<file path="config.mk">
export PLATFORM = sky130hd
export DESIGN_NAME = interpolating_elapsed_time_estimator_unit_flat
export DESIGN_NICKNAME = d
export VERILOG_FILES = /design/src/rtl/core/iete_pkg.sv /design/src/rtl/core/iete_ifs.sv /design/src/rtl/core/interpolating_elapsed_time_estimator_unit.sv /design/src/rtl/core/iete_div.sv /design/src/rtl/core/iete_ctrl.sv /design/src/rtl/core/iete_dp.sv /design/src/flat_wrapper.sv
export SDC_FILE = /design/constraint.sdc
export NUM_CORES = 2
export LEC_CHECK = 0
export BUFFER_PORTS_ARGS = -buffer_cell sky130_fd_sc_hd__clkbuf_2
export CAP_MARGIN = 40
export CORE_ASPECT_RATIO = 0.6
export CORE_UTILIZATION = 30
export CTS_BUF_LIST = sky130_fd_sc_hd__clkbuf_2 sky130_fd_sc_hd__clkbuf_4 sky130_fd_sc_hd__clkbuf_8
export DETAILED_ROUTE_END_ITERATION = 8
export GPL_TIMING_DRIVEN = 0
export HOLD_SLACK_MARGIN = 0.06
export PLACE_DENSITY = 0.47
export SETUP_SLACK_MARGIN = 0.4
export SYNTH_ARGS = -nofsm -noshare
export SYNTH_HDL_FRONTEND = slang
export SYNTH_HIERARCHICAL = 1
export SYNTH_SLANG_ARGS = --single-unit
</file>
<file path="constraint.sdc">
create_clock -name clk -period 10 [get_ports clk]
set_input_delay 0.5 -clock clk [delete_from_list [all_inputs] [get_ports clk]]
set_output_delay 0.5 -clock clk [all_outputs]
set_load 0.1 [all_outputs]
</file>
<file path="src/rtl/core/iete_pkg.sv">
package iete_pkg;

  // Field widths of the channels and the configuration registers.
  localparam int CLOCK_W    = 63;
  localparam int PASSED_W   = 63;
  localparam int TSP_W      = 20;
  localparam int CNT_W      = 14;
  localparam int MINS_W     = 20;
  localparam int CFG_IDX_W  = 2;
  localparam int CFG_DATA_W = 20;

  // Width of the scaled ratio: a 20-bit quotient times a 14-bit step count.
  localparam int SCALE_W = TSP_W + CNT_W;

  localparam int TIME_BITS_DEF = 64;

  // Configuration register indexes.
  localparam logic [CFG_IDX_W-1:0] CFG_TARGET_PERIOD = 2'd0;
  localparam logic [CFG_IDX_W-1:0] CFG_MAX_STEPS     = 2'd1;
  localparam logic [CFG_IDX_W-1:0] CFG_MIN_STEP      = 2'd2;

  // Reset values of the configuration registers and the counters.
  localparam logic [TSP_W-1:0]  TARGET_PERIOD_RST = 20'd1000;
  localparam logic [CNT_W-1:0]  MAX_STEPS_RST     = 14'd10000;
  localparam logic [MINS_W-1:0] MIN_STEP_RST      = 20'd1;
  localparam logic [CNT_W-1:0]  COUNT_ONE         = 14'd1;

  localparam logic OP_QUERY   = 1'b0;
  localparam logic OP_RESTART = 1'b1;

  typedef enum logic [3:0] {
    S_IDLE,
    S_CHECK,
    S_DIV1,
    S_CLAMP,
    S_PROD,
    S_DIV2S,
    S_DIV2,
    S_SUM,
    S_DIV3S,
    S_DIV3,
    S_RESULT
  } iete_state_t;

  // Which operands the shared divider takes when it starts.
  typedef enum logic [1:0] {
    DIV_RATIO,
    DIV_PART,
    DIV_EST
  } iete_div_sel_t;

  typedef struct packed {
    logic          accept;
    logic          div_start;
    iete_div_sel_t div_sel;
    logic          set_max;
    logic          scale;
    logic          clamp;
    logic          prod;
    logic          part;
    logic          sum;
    logic          commit;
    logic          emit;
  } iete_cmd_t;

  typedef struct packed {
    logic restart;
    logic resample;
    logic passed_pos;
    logic div_done;
    logic out_free;
  } iete_sts_t;

endpackage

</file>
<file path="src/rtl/core/iete_ifs.sv">
interface iete_in_if;
  import iete_pkg::*;

  logic               valid;
  logic               ready;
  logic               op;
  logic [CLOCK_W-1:0] clock_now;

  modport source (output valid, output op, output clock_now, input ready);
  modport sink (input valid, input op, input clock_now, output ready);
endinterface

interface iete_out_if;
  import iete_pkg::*;

  logic                valid;
  logic                ready;
  logic [PASSED_W-1:0] passed_time;
  logic                resampled;

  modport source (output valid, output passed_time, output resampled, input ready);
  modport sink (input valid, input passed_time, input resampled, output ready);
endinterface

interface iete_cfg_if;
  import iete_pkg::*;

  logic                  valid;
  logic                  ready;
  logic [CFG_IDX_W-1:0]  index;
  logic [CFG_DATA_W-1:0] data;

  modport source (output valid, output index, output data, input ready);
  modport sink (input valid, input index, input data, output ready);
endinterface

</file>
<file path="src/rtl/core/interpolating_elapsed_time_estimator_unit.sv">
// A query that does not resample goes straight to the result state once it is accepted.
// A resampling query runs up to three divisions on one shared one-bit-per-cycle divider; the
// first division is skipped when the clock did not move forward. Either result is registered
// into the output register once that register is free.
// One item at a time: the next beat is taken the cycle after the result is loaded, a restart
// is taken in the idle state, and a result waiting on the consumer stalls the next query.
// Reset (rst_n low, synchronous) restores the register defaults and the estimator state, but not se_r.
module interpolating_elapsed_time_estimator_unit #(
  parameter int TIME_BITS = iete_pkg::TIME_BITS_DEF
) (
  input  logic        clk,
  input  logic        rst_n,
  iete_in_if.sink     in_ch,
  iete_out_if.source  out_ch,
  iete_cfg_if.sink    cfg_ch
);
  import iete_pkg::*;

  // The controller sequences one query: it accepts the beat, and when the
  // countdown runs out it walks the datapath through the resample. The
  // resample divides the target period by the measured interval, scales and
  // clamps it into a new countdown (the maximum if the clock did not move on),
  // then divides interval share and running balance to a per-query step.
  iete_cmd_t cmd;
  iete_sts_t sts;

  // Configuration writes are taken in any cycle. The source is to send them only while the
  // block is idle, so they never disturb a resample in flight; the block does not enforce this.
  assign cfg_ch.ready = 1'b1;

  iete_ctrl u_ctrl (
    .clk      (clk),
    .rst_n    (rst_n),
    .in_valid (in_ch.valid),
    .in_ready (in_ch.ready),
    .sts      (sts),
    .cmd      (cmd)
  );

  // The datapath holds the configuration, the estimator state, the shared
  // divider and the output register. The output register lets the block take
  // the next beat while a finished result still waits for the consumer.
  iete_dp #(
    .TB (TIME_BITS)
  ) u_dp (
    .clk             (clk),
    .rst_n           (rst_n),
    .cmd             (cmd),
    .sts             (sts),
    .in_op           (in_ch.op),
    .in_clock_now    (in_ch.clock_now),
    .cfg_valid       (cfg_ch.valid),
    .cfg_index       (cfg_ch.index),
    .cfg_data        (cfg_ch.data),
    .out_valid       (out_ch.valid),
    .out_ready       (out_ch.ready),
    .out_passed_time (out_ch.passed_time),
    .out_resampled   (out_ch.resampled)
  );

endmodule

</file>
<file path="src/rtl/core/iete_div.sv">
module iete_div #(
  parameter int W = iete_pkg::TIME_BITS_DEF
) (
  input  logic         clk,
  input  logic         rst_n,
  input  logic         start,
  input  logic         short_op,
  input  logic [W-1:0] dividend,
  input  logic [W-1:0] divisor,
  output logic         done,
  output logic [W-1:0] quotient
);
  import iete_pkg::*;

  localparam int CW = $clog2(W + 1);

  logic          busy_r;
  logic          done_r;
  logic [CW-1:0] cnt_r;
  logic [W-1:0]  rem_r;
  logic [W-1:0]  quo_r;
  logic [W-1:0]  dvs_r;
  logic [W-1:0]  rem_shift;
  logic          ge;
  logic [W-1:0]  rem_nxt;

  // The remainder stays below the divisor, which is below 2^(W-1), so the
  // shifted remainder still fits in W bits.
  assign rem_shift = {rem_r[W-2:0], quo_r[W-1]};
  assign ge        = (rem_shift >= dvs_r);
  assign rem_nxt   = ge ? (rem_shift - dvs_r) : rem_shift;

  always_ff @(posedge clk) begin
    if (!rst_n) begin
      busy_r <= 1'b0;
      done_r <= 1'b0;
      cnt_r  <= '0;
    end else begin
      done_r <= busy_r && !start && (cnt_r == CW'(1));
      if (start) begin
        busy_r <= 1'b1;
        cnt_r  <= short_op ? CW'(TSP_W) : CW'(W);
      end else if (busy_r) begin
        cnt_r <= cnt_r - CW'(1);
        if (cnt_r == CW'(1)) begin
          busy_r <= 1'b0;
        end
      end
    end
  end

  always_ff @(posedge clk) begin
    if (start) begin
      rem_r <= '0;
      quo_r <= dividend;
      dvs_r <= divisor;
    end else if (busy_r) begin
      rem_r <= rem_nxt;
      quo_r <= {quo_r[W-2:0], ge};
    end
  end

  assign done     = done_r;
  assign quotient = quo_r;

endmodule

</file>
<file path="src/rtl/core/iete_ctrl.sv">
module iete_ctrl (
  input  logic              clk,
  input  logic              rst_n,
  input  logic              in_valid,
  output logic              in_ready,
  input  iete_pkg::iete_sts_t sts,
  output iete_pkg::iete_cmd_t cmd
);
  import iete_pkg::*;

  iete_state_t state_r;
  iete_state_t state_nxt;

  always_ff @(posedge clk) begin
    if (!rst_n) begin
      state_r <= S_IDLE;
    end else begin
      state_r <= state_nxt;
    end
  end

  always_comb begin
    state_nxt   = state_r;
    cmd         = '0;
    cmd.div_sel = DIV_RATIO;
    in_ready    = 1'b0;
    unique case (state_r)
      S_IDLE: begin
        in_ready = 1'b1;
        if (in_valid) begin
          cmd.accept = 1'b1;
          if (sts.restart) begin
            state_nxt = S_IDLE;
          end else if (sts.resample) begin
            state_nxt = S_CHECK;
          end else begin
            state_nxt = S_RESULT;
          end
        end
      end
      S_CHECK: begin
        if (sts.passed_pos) begin
          cmd.div_start = 1'b1;
          cmd.div_sel   = DIV_RATIO;
          state_nxt     = S_DIV1;
        end else begin
          cmd.set_max = 1'b1;
          state_nxt   = S_PROD;
        end
      end
      S_DIV1: begin
        if (sts.div_done) begin
          cmd.scale = 1'b1;
          state_nxt = S_CLAMP;
        end
      end
      S_CLAMP: begin
        cmd.clamp = 1'b1;
        state_nxt = S_PROD;
      end
      S_PROD: begin
        cmd.prod  = 1'b1;
        state_nxt = S_DIV2S;
      end
      S_DIV2S: begin
        cmd.div_start = 1'b1;
        cmd.div_sel   = DIV_PART;
        state_nxt     = S_DIV2;
      end
      S_DIV2: begin
        if (sts.div_done) begin
          cmd.part  = 1'b1;
          state_nxt = S_SUM;
        end
      end
      S_SUM: begin
        cmd.sum   = 1'b1;
        state_nxt = S_DIV3S;
      end
      S_DIV3S: begin
        cmd.div_start = 1'b1;
        cmd.div_sel   = DIV_EST;
        state_nxt     = S_DIV3;
      end
      S_DIV3: begin
        if (sts.div_done) begin
          cmd.commit = 1'b1;
          state_nxt  = S_RESULT;
        end
      end
      S_RESULT: begin
        if (sts.out_free) begin
          cmd.emit  = 1'b1;
          state_nxt = S_IDLE;
        end
      end
      default: begin
        state_nxt = S_IDLE;
      end
    endcase
  end

endmodule

</file>
<file path="src/rtl/core/iete_dp.sv">
module iete_dp #(
  parameter int TB = iete_pkg::TIME_BITS_DEF
) (
  input  logic                            clk,
  input  logic                            rst_n,
  input  iete_pkg::iete_cmd_t             cmd,
  output iete_pkg::iete_sts_t             sts,
  input  logic                            in_op,
  input  logic [iete_pkg::CLOCK_W-1:0]    in_clock_now,
  input  logic                            cfg_valid,
  input  logic [iete_pkg::CFG_IDX_W-1:0]  cfg_index,
  input  logic [iete_pkg::CFG_DATA_W-1:0] cfg_data,
  output logic                            out_valid,
  input  logic                            out_ready,
  output logic [iete_pkg::PASSED_W-1:0]   out_passed_time,
  output logic                            out_resampled
);
  import iete_pkg::*;

  // Configuration registers.
  logic [TSP_W-1:0]  tsp_r;
  logic [CNT_W-1:0]  msc_r;
  logic [MINS_W-1:0] mins_r;

  // Estimator state.
  logic [CNT_W-1:0] countdown_r;
  logic [CNT_W-1:0] lsc_r;
  logic [TB-1:0]    bal_r;
  logic [TB-1:0]    last_r;
  logic [TB-1:0]    se_r;

  // Working registers of one resample.
  logic [TB-1:0]      now_r;
  logic [TB-1:0]      passed_r;
  logic [SCALE_W-1:0] q_r;
  logic [CNT_W-1:0]   next_r;
  logic [TB-1:0]      prod_r;
  logic [TB-1:0]      part_r;
  logic [TB-1:0]      sum_r;
  logic               div_neg_r;
  logic               took_r;

  logic                out_valid_r;
  logic [PASSED_W-1:0] out_pt_r;
  logic                out_rs_r;

  // Divider operands.
  logic          div_short;
  logic [TB-1:0] div_dividend;
  logic [TB-1:0] div_divisor;
  logic          div_neg_nxt;
  logic          div_done;
  logic [TB-1:0] div_quo;
  logic [TB-1:0] div_quo_s;

  logic [TB-1:0]      now_in;
  logic [CNT_W-1:0]   maxc;
  logic [CNT_W-1:0]   clamp_val;
  logic [SCALE_W-1:0] scale_full;
  logic [TB+CNT_W-1:0] prod_full;
  logic [CNT_W:0]     next_p1;
  logic [TB-1:0]      mins_ext;
  logic               est_low;
  logic [TB-1:0]      res;
  logic [63:0]        res64;

  assign now_in   = TB'(in_clock_now);
  assign maxc     = (msc_r == '0) ? COUNT_ONE : msc_r;
  assign next_p1  = {1'b0, next_r} + (CNT_W + 1)'(1);
  assign mins_ext = TB'(mins_r);

  assign scale_full = SCALE_W'(div_quo[TSP_W-1:0]) * SCALE_W'(lsc_r);
  assign prod_full  = (TB + CNT_W)'(passed_r) * (TB + CNT_W)'(next_r);

  // A zero ratio clamps up to one step, a large one down to the maximum.
  assign clamp_val = (q_r == '0) ? COUNT_ONE :
                     (q_r < SCALE_W'(maxc)) ? q_r[CNT_W-1:0] : maxc;

  // Signed dividends go through the divider as magnitudes; the quotient
  // takes the sign back afterwards, which truncates toward zero.
  always_comb begin
    div_short    = 1'b0;
    div_dividend = prod_r;
    div_divisor  = TB'(lsc_r);
    div_neg_nxt  = 1'b0;
    unique case (cmd.div_sel)
      DIV_RATIO: begin
        div_short    = 1'b1;
        div_dividend = {tsp_r, {(TB-TSP_W){1'b0}}};
        div_divisor  = passed_r;
      end
      DIV_PART: begin
        div_neg_nxt  = prod_r[TB-1];
        div_dividend = prod_r[TB-1] ? -prod_r : prod_r;
        div_divisor  = TB'(lsc_r);
      end
      DIV_EST: begin
        div_neg_nxt  = sum_r[TB-1];
        div_dividend = sum_r[TB-1] ? -sum_r : sum_r;
        div_divisor  = TB'(next_p1);
      end
      default: begin
        div_short = 1'b0;
      end
    endcase
  end

  assign div_quo_s = div_neg_r ? -div_quo : div_quo;

  // The reported step is never below the minimum step.
  assign est_low = ($signed(se_r) < $signed(mins_ext));
  assign res     = est_low ? mins_ext : se_r;
  assign res64   = 64'(res);

  iete_div #(
    .W (TB)
  ) u_div (
    .clk      (clk),
    .rst_n    (rst_n),
    .start    (cmd.div_start),
    .short_op (div_short),
    .dividend (div_dividend),
    .divisor  (div_divisor),
    .done     (div_done),
    .quotient (div_quo)
  );

  always_ff @(posedge clk) begin
    if (!rst_n) begin
      tsp_r       <= TARGET_PERIOD_RST;
      msc_r       <= MAX_STEPS_RST;
      mins_r      <= MIN_STEP_RST;
      countdown_r <= COUNT_ONE;
      lsc_r       <= COUNT_ONE;
      bal_r       <= '0;
      last_r      <= '0;
      out_valid_r <= 1'b0;
    end else begin
      if (cfg_valid) begin
        unique case (cfg_index)
          CFG_TARGET_PERIOD: tsp_r  <= cfg_data[TSP_W-1:0];
          CFG_MAX_STEPS:     msc_r  <= cfg_data[CNT_W-1:0];
          CFG_MIN_STEP:      mins_r <= cfg_data[MINS_W-1:0];
          default: begin
          end
        endcase
      end

      if (cmd.accept) begin
        if (in_op == OP_RESTART) begin
          countdown_r <= COUNT_ONE;
          lsc_r       <= COUNT_ONE;
          bal_r       <= '0;
          last_r      <= '0;
        end else begin
          countdown_r <= countdown_r - COUNT_ONE;
        end
      end

      if (cmd.prod) begin
        bal_r <= bal_r + passed_r;
      end

      if (cmd.commit) begin
        lsc_r       <= next_r;
        countdown_r <= next_r;
        last_r      <= now_r;
      end

      // A new result may replace one that the consumer takes in this cycle.
      if (cmd.emit) begin
        bal_r       <= bal_r - res;
        out_valid_r <= 1'b1;
      end else if (out_valid_r && out_ready) begin
        out_valid_r <= 1'b0;
      end
    end
  end

  always_ff @(posedge clk) begin
    if (cmd.accept) begin
      now_r    <= now_in;
      passed_r <= now_in - last_r;
      took_r   <= (countdown_r == COUNT_ONE);
    end
    if (cmd.div_start) begin
      div_neg_r <= div_neg_nxt;
    end
    if (cmd.scale) begin
      q_r <= scale_full;
    end
    if (cmd.set_max) begin
      next_r <= maxc;
    end else if (cmd.clamp) begin
      next_r <= clamp_val;
    end
    if (cmd.prod) begin
      prod_r <= prod_full[TB-1:0];
    end
    if (cmd.part) begin
      part_r <= div_quo_s;
    end
    if (cmd.sum) begin
      sum_r <= part_r + bal_r;
    end
    if (cmd.commit) begin
      se_r <= div_quo_s;
    end
    if (cmd.emit) begin
      out_pt_r <= res64[PASSED_W-1:0];
      out_rs_r <= took_r;
    end
  end

  assign sts.restart    = (in_op == OP_RESTART);
  assign sts.resample   = (countdown_r == COUNT_ONE);
  assign sts.passed_pos = (passed_r != '0) && !passed_r[TB-1];
  assign sts.div_done   = div_done;
  assign sts.out_free   = !out_valid_r || out_ready;

  assign out_valid       = out_valid_r;
  assign out_passed_time = out_pt_r;
  assign out_resampled   = out_rs_r;

endmodule

</file>
<file path="src/flat_wrapper.sv">
// flat-port wrapper written by rule: the top's interface ports become plain ports
module interpolating_elapsed_time_estimator_unit_flat import iete_pkg::*;
#(
  parameter int TIME_BITS = iete_pkg::TIME_BITS_DEF
)
  (clk, rst_n, in_ch_valid, in_ch_op, in_ch_clock_now, in_ch_ready, out_ch_valid, out_ch_passed_time, out_ch_resampled, out_ch_ready, cfg_ch_valid, cfg_ch_index, cfg_ch_data, cfg_ch_ready);
  iete_in_if in_ch_i ();
  iete_out_if out_ch_i ();
  iete_cfg_if cfg_ch_i ();
  input  logic clk;
  input  logic rst_n;
  input wire logic [$bits(in_ch_i.valid)-1:0] in_ch_valid;
  input wire logic [$bits(in_ch_i.op)-1:0] in_ch_op;
  input wire logic [$bits(in_ch_i.clock_now)-1:0] in_ch_clock_now;
  output wire logic [$bits(in_ch_i.ready)-1:0] in_ch_ready;
  output wire logic [$bits(out_ch_i.valid)-1:0] out_ch_valid;
  output wire logic [$bits(out_ch_i.passed_time)-1:0] out_ch_passed_time;
  output wire logic [$bits(out_ch_i.resampled)-1:0] out_ch_resampled;
  input wire logic [$bits(out_ch_i.ready)-1:0] out_ch_ready;
  input wire logic [$bits(cfg_ch_i.valid)-1:0] cfg_ch_valid;
  input wire logic [$bits(cfg_ch_i.index)-1:0] cfg_ch_index;
  input wire logic [$bits(cfg_ch_i.data)-1:0] cfg_ch_data;
  output wire logic [$bits(cfg_ch_i.ready)-1:0] cfg_ch_ready;
  assign in_ch_i.valid = in_ch_valid;
  assign in_ch_i.op = in_ch_op;
  assign in_ch_i.clock_now = in_ch_clock_now;
  assign in_ch_ready = in_ch_i.ready;
  assign out_ch_valid = out_ch_i.valid;
  assign out_ch_passed_time = out_ch_i.passed_time;
  assign out_ch_resampled = out_ch_i.resampled;
  assign out_ch_i.ready = out_ch_ready;
  assign cfg_ch_i.valid = cfg_ch_valid;
  assign cfg_ch_i.index = cfg_ch_index;
  assign cfg_ch_i.data = cfg_ch_data;
  assign cfg_ch_ready = cfg_ch_i.ready;
  interpolating_elapsed_time_estimator_unit #(.TIME_BITS(TIME_BITS)) u_core (.clk(clk), .rst_n(rst_n), .in_ch(in_ch_i), .out_ch(out_ch_i), .cfg_ch(cfg_ch_i));
endmodule
</file>
==> results.json <==
{
  "syn_area_sq_mm": 0.0900,
  "final_cell_mix": "nand2_1, inv_1, fa_1, a21oi_1, edfxtp_1",
  "ios": 158,
  "finalCritPeriodShare": 0.933,
  "max_stage_delay_ns": 0.58,
  "timing.rr.start": "u_core/u_dp/next_r[7]$_DFFE_PP_",
  "fillers": 30800,
  "cp-end-kind": "flip-flop",
  "initial_core_util": 0.302,
  "synthFlopType": "edfxtp_1",
  "async_flop_share": 0,
  "hold_depth": 5,
  "area_growth_pct": 14.7,
  "clk_pin_slew_ns": 0.06,
  "std_cell_rows": 155,
  "violations": "DRC",
  "layout_commonest_cell": "nand2_1",
  "drv_cap": 0,
  "synth_seq_cells": 911,
  "cts_tree": "done",
  "path_buf_inv": 10,
  "drc": 24,
  "min_to": "u_core/u_dp/tsp_r[9]$_SDFFE_PN1P_",
  "drt-total-wl_mm": 398,
  "dr_total_vias": 79300,
  "die_h_microns": 426,
  "rr_worst_depth": 29,
  "cts-buffers-inserted": 168,
  "hold_viol_final": 0,
  "first_pass_iters": 9,
  "gp_congestion": 0.983,
  "viasPerCell": 5.42,
  "cpMostUsedCell": "fa_1",
  "cts-root-buf": "clkbuf_8",
  "grt.total_usage": 0.259,
  "die_w_microns": 709,
  "insertion_delay_ns": 1.02,
  "finalSetupViolations": 0,
  "synth_edf_count": 625,
  "avgSynthCellArea_sq_um": 9.11,
  "critPathSlowestCell": "fa_1",
  "tightest_slew_ns": 1.11,
  "dieArea_sq_mm": 0.302,
  "fmax_mhz": 107,
  "status": "finished with violations",
  "nets": 12000,
  "grt-ovfl-total": 0,
  "crit_fanout": 10,
  "cts_buffer_depth": 4,
  "ys_seq_area_frac": 0.272,
  "cp.arrival_ns": 9.98,
  "holdWs_ns": 0.141,
  "rrSetupSlack_ns": 0.67,
  "drive_above_1_share": 0.0818,
  "clock_skew_ns": 0.163,
  "syn_nets": 11400,
  "slew_headroom": 0.250,
  "crit_type": "reg -> reg",
  "antenna_left": 0,
  "grt_pass1_wl_mm": 565,
  "antenna_found_initial": 66,
  "drtIter0Drc": 9604,
  "hold_path_class": "in -> reg",
  "multi_input_area_sq_mm": 0.0590,
  "rsz0062_at_grt": "no",
  "worstPathRequired_ns": 10.64,
  "hpwl_mm": 329,
  "rr_endpoint": "u_core/u_dp/prod_r[63]$_DFFE_PP_",
  "grt_max_degree": 64,
  "htree_levels": 4,
  "core_area_sq_mm": 0.298,
  "slew_violations": 0,
  "yosysUniqueCellTypes": 114,
  "yosysWarnings": 6,
  "wl_per_cell_microns": 27.2,
  "hold_start": "cfg_ch_index[0]",
  "netlist_instances": 9880,
  "fin_crit_ns": 9.33,
  "crit_family": "adder cells",
  "grt_pass1_vias": 76200,
  "cts_sinks": 911,
  "tns_ns": 0,
  "cp-start-kind": "flip-flop",
  "cp-startpoint": "u_core/u_dp/next_r[7]$_DFFE_PP_",
  "seq_area_sq_mm": 0.0245,
  "io_buffers": 155
}
[metal layers]
metal / vias to the layer above / share of wire / GRT usage
li1: 34900 / - / -
met1: 39900 / 0.49 / 0.409
met2: 3975 / 0.37 / 0.331
met3: 442 / 0.12 / 0.0855
met4: 24 / 0.021 / 0.0518
met5: - / 0.0011 / 0
[flip-flops by register name (all words and copies together) (netlist names), 64 cells and up]
signal / count
u_core/u_dp/bal_r: 64
u_core/u_dp/passed_r: 64
u_core/u_dp/part_r: 64
u_core/u_dp/se_r: 64
u_core/u_dp/u_div/dvs_r: 64
u_core/u_dp/u_div/quotient: 64
u_core/u_dp/sum_r: 64
u_core/u_dp/prod_r: 64
[repair_timing]
item	CTS	global route
gates resized for setup	10	15
setup buffers	0	0
setup endpoints to repair	16	4
hold endpoints to repair	123	0
cloned	0	0
hold buffers	93	0
[cell type report]
cell class | count | share of cell area
antenna | 25 | 0.000606
clock inverter | 52 | 0.00526
tap | 4003 | 0.0485
multi-input combinational | 7245 | 0.571
buffer | 528 | 0.0205
sequential | 911 | 0.237
inverter | 1196 | 0.0435
clock buffer | 247 | 0.0290
timing repair buffer | 424 | 0.0439
[cell families (layout without fill, tap and decap cells)]
kind of cell / Yosys count / count (layout) / synth area share
xor+xnor: 534 / 534 / 0.0520
mux: 118 / 118 / 0.0141
fa+ha+maj: 1424 / 1424 / 0.271
buf+inv: 1724 / 2447 / 0.0731
simple gates: 3015 / 3015 / 0.161
flops: 911 / 911 / 0.272
other cells: 1 / 26 / 0.0000417
compound gates: 2153 / 2153 / 0.156
[how the worst max path moves through the flow]
stage                                                to  slack [ns]  cells after the start
6_report               u_core/u_dp/prod_r[63]$_DFFE_PP_        0.67                     29
2_1_floorplan        u_core/u_dp/bal_r[42]$_SDFFE_PN0P_        2.34                      9
3_5_place_dp           u_core/u_dp/prod_r[63]$_DFFE_PP_       -0.40                     29
5_1_grt                u_core/u_dp/prod_r[63]$_DFFE_PP_        0.43                     29
4_1_cts                u_core/u_dp/prod_r[63]$_DFFE_PP_        0.40                     30
3_3_place_gp   u_core/u_dp/u_div/quotient[19]$_DFFE_PP_       -4.18                     12
[stage by stage]
step / worst slack, ns / utilization / instance area, sq um / cells
floorplan: 2.34 / - / 90000 / 9880
CTS: 0.401 / 0.346 / 103000 / 14600
global placement: -4.18 / 0.321 / 95800 / 14000
finish: 0.666 / 0.347 / 103000 / 14600
global route: 0.431 / 0.346 / 103000 / 14600
detailed placement: -0.401 / 0.331 / 98500 / 14200
[synth_stat cells (all sizes together), types with 286 or more instances]
library cell | n | area share
nor2 | 453 | 0.019
nand2 | 1280 | 0.054
ha | 550 | 0.076
inv | 1196 | 0.050
xnor2 | 371 | 0.036
a21oi | 665 | 0.037
edfxtp | 625 | 0.21
dfxtp | 286 | 0.064
and2 | 462 | 0.032
fa | 874 | 0.19
o21ai | 430 | 0.024
clkbuf | 459 | 0.019
[worst reg2reg max path: cells and delay by family, from the launching register on]
| family | cells | cell delay, ns |
|---|---|---|
| xor+xnor | 1 | 0.24 |
| compound gates | 8 | 2.21 |
| flops | 1 | 0.49 |
| simple gates | 3 | 0.62 |
| fa+ha+maj | 7 | 3.27 |
| buf+inv | 10 | 2.22 |
Power is not shown: default switching activity piles up to over one toggle a cycle in this logic, so the estimate is an artifact.
